--- src/sv/assert_macros.svh ---
`ifndef ASSERT_MACROS_SVH
`define ASSERT_MACROS_SVH

// clocked check, held off while in reset
`define BFN_ASSERT(label, prop, msg) \
  label: assert property (@(posedge clk) disable iff (rst) prop) else $error(msg);

// clocked check, also active during reset
`define BFN_ASSERT_ALWAYS(label, prop, msg) \
  label: assert property (@(posedge clk) prop) else $error(msg);

`endif

--- src/sv/bfn_pkg.sv ---
`timescale 1ns / 1ps

package bfn_pkg;

  localparam int IN_W    = 192;
  localparam int FIELD_W = 64;
  localparam int OUT_W   = 72;
  localparam int NUM_W   = 42;
  localparam int DEN_W   = 20;
  localparam int COMP_W  = 20;
  localparam int STAT_W  = 3;
  localparam int SHIFT_W = 5;
  localparam int CNT_W   = $clog2(NUM_W);
  localparam int SCALE_SHIFT = 2;
  localparam logic [FIELD_W-1:0] MAX_COMPONENT = 64'd1000000;

  typedef enum logic [STAT_W-1:0] {
    ST_OK        = 3'd0,
    ST_NEG_WHOLE = 3'd1,
    ST_BAD_DEN   = 3'd2,
    ST_NUM_RANGE = 3'd3,
    ST_TOO_LARGE = 3'd4
  } status_t;

  typedef struct packed {
    status_t           status;
    logic [COMP_W-1:0] whole;
    logic [COMP_W-1:0] num;
    logic [COMP_W-1:0] den;
  } bfn_req_t;

  typedef struct packed {
    status_t          status;
    logic [DEN_W-1:0] rd;
    logic [NUM_W-1:0] rn;
  } bfn_res_t;

endpackage

--- src/sv/bfn_alu.sv ---
`timescale 1ns / 1ps

module bfn_alu import bfn_pkg::*; (
  input  logic [NUM_W-1:0] x,
  input  logic [NUM_W-1:0] y,
  output logic [NUM_W-1:0] diff,
  output logic             ge
);

  logic [NUM_W:0] wide;

  assign wide = {1'b0, x} - {1'b0, y};
  assign diff = wide[NUM_W-1:0];
  assign ge   = ~wide[NUM_W];

endmodule

--- src/sv/bfn_seq.sv ---
`timescale 1ns / 1ps

module bfn_seq import bfn_pkg::*; (
  input  logic     clk,
  input  logic     rst,
  input  logic     req_valid,
  input  bfn_req_t req,
  output logic     idle,
  output logic     res_valid,
  input  logic     res_take,
  output bfn_res_t res
);

  typedef enum logic [2:0] {
    S_IDLE, S_MUL, S_LOAD, S_GCD, S_DIVN, S_DIVD, S_DONE
  } state_t;

  state_t                   state;
  logic [COMP_W-1:0]        whole_r;
  logic [COMP_W-1:0]        num_r;
  logic [COMP_W-1:0]        den_r;
  logic [2*COMP_W-1:0]      prod;
  logic [NUM_W-1:0]         n_r;
  logic [NUM_W-1:0]         a;
  logic [DEN_W-1:0]         b;
  logic [SHIFT_W-1:0]       k;
  logic [DEN_W-1:0]         g;
  logic [NUM_W-1:0]         dvd;
  logic [DEN_W-1:0]         rem;
  logic [CNT_W-1:0]         cnt;

  logic [NUM_W-1:0] alu_x;
  logic [NUM_W-1:0] alu_y;
  logic [NUM_W-1:0] alu_diff;
  logic             alu_ge;
  logic [DEN_W:0]   rem_sh;
  logic [DEN_W-1:0] rem_next;
  logic [NUM_W-1:0] dvd_next;
  logic             last_step;

  bfn_alu u_alu (
    .x    (alu_x),
    .y    (alu_y),
    .diff (alu_diff),
    .ge   (alu_ge)
  );

  always_comb begin
    rem_sh = {rem, dvd[NUM_W-1]};
    if (state == S_GCD) begin
      alu_x = a;
      alu_y = {{(NUM_W-DEN_W){1'b0}}, b};
    end else begin
      alu_x = {{(NUM_W-DEN_W-1){1'b0}}, rem_sh};
      alu_y = {{(NUM_W-DEN_W){1'b0}}, g};
    end
    rem_next  = alu_ge ? alu_diff[DEN_W-1:0] : rem_sh[DEN_W-1:0];
    dvd_next  = {dvd[NUM_W-2:0], alu_ge};
    last_step = (cnt == CNT_W'(NUM_W - 1));
  end

  assign idle      = (state == S_IDLE);
  assign res_valid = (state == S_DONE);

  always_ff @(posedge clk) begin
    if (rst) begin
      state <= S_IDLE;
    end else begin
      unique case (state)
        S_IDLE: begin
          if (req_valid) begin
            whole_r    <= req.whole;
            num_r      <= req.num;
            den_r      <= req.den;
            res.status <= req.status;
            res.rn     <= '0;
            res.rd     <= '0;
            state      <= (req.status == ST_OK) ? S_MUL : S_DONE;
          end
        end
        S_MUL: begin
          prod  <= whole_r * den_r;
          state <= S_LOAD;
        end
        S_LOAD: begin
          n_r   <= {prod, SCALE_SHIFT'(0)}
                   + {{(NUM_W-COMP_W-SCALE_SHIFT){1'b0}}, num_r, SCALE_SHIFT'(0)};
          a     <= {prod, SCALE_SHIFT'(0)}
                   + {{(NUM_W-COMP_W-SCALE_SHIFT){1'b0}}, num_r, SCALE_SHIFT'(0)};
          b     <= den_r;
          k     <= '0;
          state <= S_GCD;
        end
        S_GCD: begin
          priority if (a == '0) begin
            g     <= b << k;
            dvd   <= n_r;
            rem   <= '0;
            cnt   <= '0;
            state <= S_DIVN;
          end else if (!a[0] && !b[0]) begin
            a <= a >> 1;
            b <= b >> 1;
            k <= k + 1'b1;
          end else if (!a[0]) begin
            a <= a >> 1;
          end else if (!b[0]) begin
            b <= b >> 1;
          end else if (alu_ge) begin
            a <= alu_diff >> 1;
          end else begin
            // a < b, both odd: swap and subtract next cycle
            a <= {{(NUM_W-DEN_W){1'b0}}, b};
            b <= a[DEN_W-1:0];
          end
        end
        S_DIVN: begin
          if (last_step) begin
            res.rn <= dvd_next;
            dvd    <= {{(NUM_W-COMP_W){1'b0}}, den_r};
            rem    <= '0;
            cnt    <= '0;
            state  <= S_DIVD;
          end else begin
            rem <= rem_next;
            cnt <= cnt + 1'b1;
            dvd <= dvd_next;
          end
        end
        S_DIVD: begin
          rem <= rem_next;
          dvd <= dvd_next;
          cnt <= cnt + 1'b1;
          if (last_step) begin
            res.rd <= dvd_next[DEN_W-1:0];
            state  <= S_DONE;
          end
        end
        S_DONE: begin
          if (res_take) begin
            state <= S_IDLE;
          end
        end
        default: state <= S_IDLE;
      endcase
    end
  end

endmodule

--- src/sv/beat_fraction_normalizer.sv ---
// Invalid tuples go straight to the result; valid tuples pass through multiply,
// scale and add, binary GCD, then two 42-step restoring divisions, with GCD and
// divisions on one shared subtractor.
// One request in flight: the next is taken only once the result moves to the
// output register.
// Reset (rst, synchronous, active high) returns to idle and drops m_tvalid.
`timescale 1ns / 1ps
`include "assert_macros.svh"

module beat_fraction_normalizer import bfn_pkg::*; (
  input  logic             clk,
  input  logic             rst,
  input  logic             s_tvalid,
  output logic             s_tready,
  // whole_count [63:0], part_numerator [127:64], part_denominator [191:128]
  input  logic [IN_W-1:0]  s_tdata,
  output logic             m_tvalid,
  input  logic             m_tready,
  // reduced_numerator [41:0], reduced_denominator [61:42], status [64:62], zero pad
  output logic [OUT_W-1:0] m_tdata
);

  logic [FIELD_W-1:0] whole;
  logic [FIELD_W-1:0] num;
  logic [FIELD_W-1:0] den;
  bfn_req_t           req;
  bfn_res_t           res;
  logic               seq_idle;
  logic               res_valid;
  logic               res_take;
  logic [STAT_W-1:0]  out_status;
  logic               out_err;
  logic               out_good;
  logic [NUM_W+DEN_W-1:0] out_frac;
  logic [DEN_W-1:0]   out_rd;

  assign whole = s_tdata[FIELD_W-1:0];
  assign num   = s_tdata[2*FIELD_W-1:FIELD_W];
  assign den   = s_tdata[3*FIELD_W-1:2*FIELD_W];

  always_comb begin
    req.whole = whole[COMP_W-1:0];
    req.num   = num[COMP_W-1:0];
    req.den   = den[COMP_W-1:0];
    priority if (whole[FIELD_W-1]) begin
      req.status = ST_NEG_WHOLE;
    end else if (den[FIELD_W-1] || den == '0) begin
      req.status = ST_BAD_DEN;
    end else if (num[FIELD_W-1] || num >= den) begin
      req.status = ST_NUM_RANGE;
    end else if (whole > MAX_COMPONENT || num > MAX_COMPONENT || den > MAX_COMPONENT) begin
      req.status = ST_TOO_LARGE;
    end else begin
      req.status = ST_OK;
    end
  end

  assign s_tready = seq_idle;
  assign res_take = res_valid && (!m_tvalid || m_tready);

  bfn_seq u_seq (
    .clk       (clk),
    .rst       (rst),
    .req_valid (s_tvalid && s_tready),
    .req       (req),
    .idle      (seq_idle),
    .res_valid (res_valid),
    .res_take  (res_take),
    .res       (res)
  );

  always_ff @(posedge clk) begin
    if (rst) begin
      m_tvalid <= 1'b0;
    end else if (res_take) begin
      m_tvalid <= 1'b1;
    end else if (m_tready) begin
      m_tvalid <= 1'b0;
    end
  end

  always_ff @(posedge clk) begin
    if (res_take) begin
      m_tdata <= {(OUT_W-STAT_W-DEN_W-NUM_W)'(0), res.status, res.rd, res.rn};
    end
  end

  assign out_status = m_tdata[NUM_W+DEN_W+STAT_W-1:NUM_W+DEN_W];
  assign out_err    = m_tvalid && (out_status != ST_OK);
  assign out_good   = m_tvalid && (out_status == ST_OK);
  assign out_frac   = m_tdata[NUM_W+DEN_W-1:0];
  assign out_rd     = m_tdata[NUM_W+DEN_W-1:NUM_W];

  `BFN_ASSERT(a_busy_after_req, s_tvalid && s_tready |=> !s_tready, "accepted request while busy")
  `BFN_ASSERT(a_err_zero, out_err |-> out_frac == '0, "error result carries nonzero fraction")
  `BFN_ASSERT(a_ok_den, out_good |-> out_rd != '0, "good result with zero denominator")
  `BFN_ASSERT_ALWAYS(a_rst_idle, rst |=> !m_tvalid && s_tready, "not idle after reset")

endmodule

--- config.mk ---
export PLATFORM = sky130hd
export DESIGN_NAME = beat_fraction_normalizer
export DESIGN_NICKNAME = d
export VERILOG_FILES = /design/src/sv/bfn_pkg.sv /design/src/sv/bfn_alu.sv /design/src/sv/bfn_seq.sv /design/src/sv/beat_fraction_normalizer.sv
export VERILOG_INCLUDE_DIRS = /design/src /design/src/sv
export SDC_FILE = /design/constraint.sdc
export NUM_CORES = 2
export LEC_CHECK = 0
export BUFFER_PORTS_ARGS = -buffer_cell sky130_fd_sc_hd__clkbuf_2
export CORE_ASPECT_RATIO = 0.7
export CORE_MARGIN = 1.5
export CORE_UTILIZATION = 55
export DETAILED_ROUTE_END_ITERATION = 10
export PLACE_DENSITY_LB_ADDON = 0.05
export SYNTH_ARGS = -nofsm -noshare
export SYNTH_HDL_FRONTEND = slang
export SYNTH_SLANG_ARGS = --single-unit
--- constraint.sdc ---
create_clock -name clk -period 8.9 [get_ports clk]
set_clock_uncertainty 0.15 [all_clocks]
set_input_delay 0.89 -clock clk [delete_from_list [all_inputs] [get_ports clk]]
set_output_delay 0.89 -clock clk [all_outputs]
set_load 0.02 [all_outputs]
Word-level counts from Yosys, hierarchy flattened

Cells that the tools add are included.

Multiplexer cells: 45
Eq/ne operators: 17
$add $sub $neg: 4
Multiply operators: 1
$lt $le $gt $ge: 4
Bitwise gates (word level): 2
Shift-type cells: 1
Reduce and logical (&&, ||, !) cells: 33

Operators by type and width:

| cell                 | number |
|---|---|
| $mux 42              | 8 |
| $mux 20              | 10 |
| $gt 64x20->1 const B | 3 |
| $pmux 42 s2          | 2 |
| $pmux 42 s3          | 1 |
| $pmux 20 s2          | 2 |
| $ge 64x64->1         | 1 |
| $logic_not 64->1     | 1 |
| $mux 62              | 1 |
| $pmux 20 s3          | 1 |
| $sub 42x20->43       | 1 |
| $add 42x22->42       | 1 |
| $logic_not 42->1     | 1 |
| $mux 41              | 1 |
| $mul 20x20->40       | 1 |
| $mux 3               | 10 |
| $pmux 3 s7           | 1 |
| $reduce_and 4->1     | 5 |
| $shl 20x5->20        | 1 |
| $pmux 6 s3           | 1 |
| $mux 6               | 2 |
| $reduce_and 3->1     | 4 |
| $mux 5               | 2 |
| $pmux 5 s2           | 1 |
| 20 further kinds     | 45 |

Output and inout port bits: 74
Input bits: 196
Logic and storage cells: 127
Flip-flop bits (word level): 431

Longest topological paths before layout

Word-level depth: 11
Depth in mapped cells: 27
Mapped depth without buffers: 25

By module

From an unflattened synthesis, not the netlist that was laid out.

Cells, all modules: 3668
Area total of the unflattened synthesis: 37141.9 sq um

By module, submodules not included:

| module                   | area an instance (sq um) | cells an instance | instances | seq. area each (sq um) |
|---|---|---|---|---|
| bfn_seq                  | 30455.5                  | 2911              | 1         | 10870.4 |
| beat_fraction_normalizer | 4199.0                   | 390               | 1         | 1971.9 |
| bfn_alu                  | 2487.4                   | 367               | 1         | 0.0 |

Worst setup path after synthesis

No wires, ideal clock.

Kind: register -> register
From: register u_seq.den_r[4]
To: register u_seq.prod[25] (data pin)
Required time: 8.492 ns
Setup time: 0.258 ns
Data arrival time: 6.573 ns
Buffers on the path: 1
Period minus slack after synthesis: 6.982 ns
Cell stages (with the launch flop): 24
Setup slack: 1.918 ns
Path through: edfxtp_1 clkbuf_1 and2_1 fa_1 fa_1 inv_1 fa_1 inv_1 fa_1 fa_1 fa_1 inv_1 fa_1 inv_1 ha_1 a21o_1 a21o_1 a2111oi_0 nor4_1 or3b_1 a31oi_1 o21bai_1 a21oi_1 xnor2_1

Longest elaborated chain between the ends: 1

Ends and longest elaborated chain:

| element                | line          | text |
|---|---|---|
| from (decl)            | bfn_seq.sv:21 | `logic [COMP_W-1:0] den_r;` |
| from (signal assigned) | bfn_seq.sv:74 | `den_r <= req.den;` |
| $mul 20x20->40         | bfn_seq.sv:82 | `prod <= whole_r * den_r;` |
| to (signal assigned)   | bfn_seq.sv:82 |  |
| to (decl)              | bfn_seq.sv:22 | `logic [2*COMP_W-1:0] prod;` |

Every way passes these cells.
A chain may end at the register's enable or synchronous reset.

Final worst setup path

From: register u_seq.den_r[9]
To: register u_seq.prod[37] (data pin)

Same word-level chain as after synthesis.

==> flow_summary.ini <==
[status]
status = finished clean

[clock_network]
cts.sinks = 429
cts_setup_buffers = 0
clkLatencyLatePin_ps = 600
hold_buffers = 0
tritoncts = built
cts-resized-gates = 0
clock_path_buffers = 3
clkTransAtPathRegs_ps = 70
cts_buffers = 43
h-tree-depth = 2
root_buffer = clkbuf_16

[place]
dpl.hpwl_um = 91100
place_ws_ps = 923
gp_congestion = 0.990
io_buffers = 262

[run]
maxCapViolations = 0

[worst_setup_path]
required_ps = 9100
arrival_ps = 8470
path_max_fanout = 22
cp-start-kind = flip-flop
end_kind = flip-flop
worstSetupPathType = flip-flop to flip-flop

[finish]
drive_above_1_share_pct = 12.0
final_common_cell = inv_1
final_nets = 4448
syn_to_final_growth_pct = 10.3
final_cell_mix = inv_1, nand2_1, edfxtp_1

[synth]
ys_types = 105
ys_seq_area_share_pct = 35.7
synthCells = 3496
synth.ff_latch_count = 429
synth_edf_count = 425
syn-cell-area_um2 = 36000
synth_ff_type = edfxtp_1
synth_top_cell_by_area = edfxtp_1
async_flop_share_pct = 0
synth_area_per_cell_um2 = 10.3
synth_top_area_share_pct = 35.4
ys_warn_count = 0
synthTopCellsByArea = edfxtp_1, fa_1, ha_1, inv_1, nand2_1

[sta]
grt_setup_unrepaired = false
relSlewSlack_pct = 11.2
final-hold-violation-count = 0
setup_ws_ps = 626
period_share_pct = 93.0
clock.fmax_mhz = 121
setup_violations = 0
setup-tns-final_ps = 0
tightest_slew_ps = 1320
period_minus_slack_ps = 8270
maxSlewViolCount = 0

[worst_hold_path]
worst_hold_path_type = flip-flop to flip-flop

[route]
drc = 0
drtPass1Iterations = 8
wl_um = 117000
ant_nets = 0
drtIter0Drc = 3014
vias_per_cell = 6.10
num_vias = 28000
wl_per_cell_um = 25.5

[floorplan]
initial_core_util_pct = 55.6
coreArea_um2 = 64800
num_rows = 78
dieWidth_um = 309
die_h_um = 217
pin_count = 270
die_area_um2 = 67000

[global_routing]
grt_overflow = 0
grt_max_degree = 86
grtUsageTotal_pct = 35.0
grt_first_pass_wirelength_um = 174000
grt_pass1_vias = 27600
antenna_found_initial = 12
metrics by stage:
stage	instances	hold WS (ps)	utilization (%)	cell area, um2
after floorplan	3502	250	-	36000
after global placement	4508	251	58.9	38200
after detailed placement	4508	255	58.9	38200
after CTS	4587	271	61.3	39700
after global routing	4590	281	61.3	39700
final	4592	270	61.3	39700
final timing paths:
check / end / slack, ps / from / cells past startpoint
hold reg to reg: m_tdata[38] / 270 / u_seq.res[38] / 0
setup reg to reg: u_seq.prod[37] / 630 / u_seq.den_r[9] / 20
setup / recovery: u_seq.prod[37] / 630 / u_seq.den_r[9] / 20
hold / removal: m_tdata[38] / 270 / u_seq.res[38] / 0
cells in the mapped netlist, drive strengths merged (17+ instances only):
cell type  count
nor2         133
a211oi        22
xnor2         70
nor2b         18
fa           322
inv          448
o21a          17
a21o          60
and2         233
mux2i         80
nand4         35
a31oi         19
o21ai        125
ha           257
and3          81
edfxtp       425
nand2        442
buf           35
clkbuf       156
nand3         47
o22ai         18
a221o         17
xor2          28
a21oi        135
nor3          31
nor4          58
layer usage:
layer | GRT usage, % | wire (um) | vias to the layer above
met5 | 0 | 13 | -
met2 | 52.7 | 52200 | 1567
met4 | 10.7 | 3480 | 2
met1 | 51.1 | 49800 | 14000
li1 | - | - | 12200
met3 | 7.20 | 11800 | 197
registers in the layout, indices dropped and copies added (netlist names), 6 cells and up:
register and flops:
m_tdata 65, u_seq.res 65, u_seq.a 42, u_seq.dvd 42
u_seq.n_r 40, u_seq.prod 40, u_seq.b 20, u_seq.den_r 20
u_seq.g 20, u_seq.num_r 20, u_seq.rem 20, u_seq.whole_r 20
u_seq.cnt 6
layout make-up:
type,instances,area (um2)
diodes,5,12.5
clock buffers,48,1090
clock inverters,31,448
fillers,5492,25100
inverters,449,1690
multi-input cells,2433,20800
flip-flops and latches,429,12800
well taps,880,1100
repair buffers,317,1720
kinds of logic after synthesis:
kind of cell,Yosys count,synth area share (%)
AO/OA/AOI/OAI,522,9.63
flip-flops,429,35.7
multiplexers,91,2.76
adder cells (fa/ha/maj),579,26.8
other,1,0.0104
buffers and inverters,640,6.86
XOR/XNOR,98,2.38
AND/OR/NAND/NOR,1136,15.9
worst max-delay path: stages, from the launching register on:
cell and delay [ps]:
edfxtp_1 1130, and2_1 280, fa_1 420, inv_1 90
fa_1 420, fa_1 490, fa_1 510, inv_1 60
fa_1 500, fa_1 540, inv_1 50, fa_1 520
inv_1 40, ha_1 390, a21o_1 160, a2111oi_0 100
nor4_1 1100, o21ai_0 250, nand2_1 200, a41oi_1 230
a311o_1 370
Power is not shown: default switching activity piles up to over one toggle a cycle in this logic, so the estimate is an artifact.
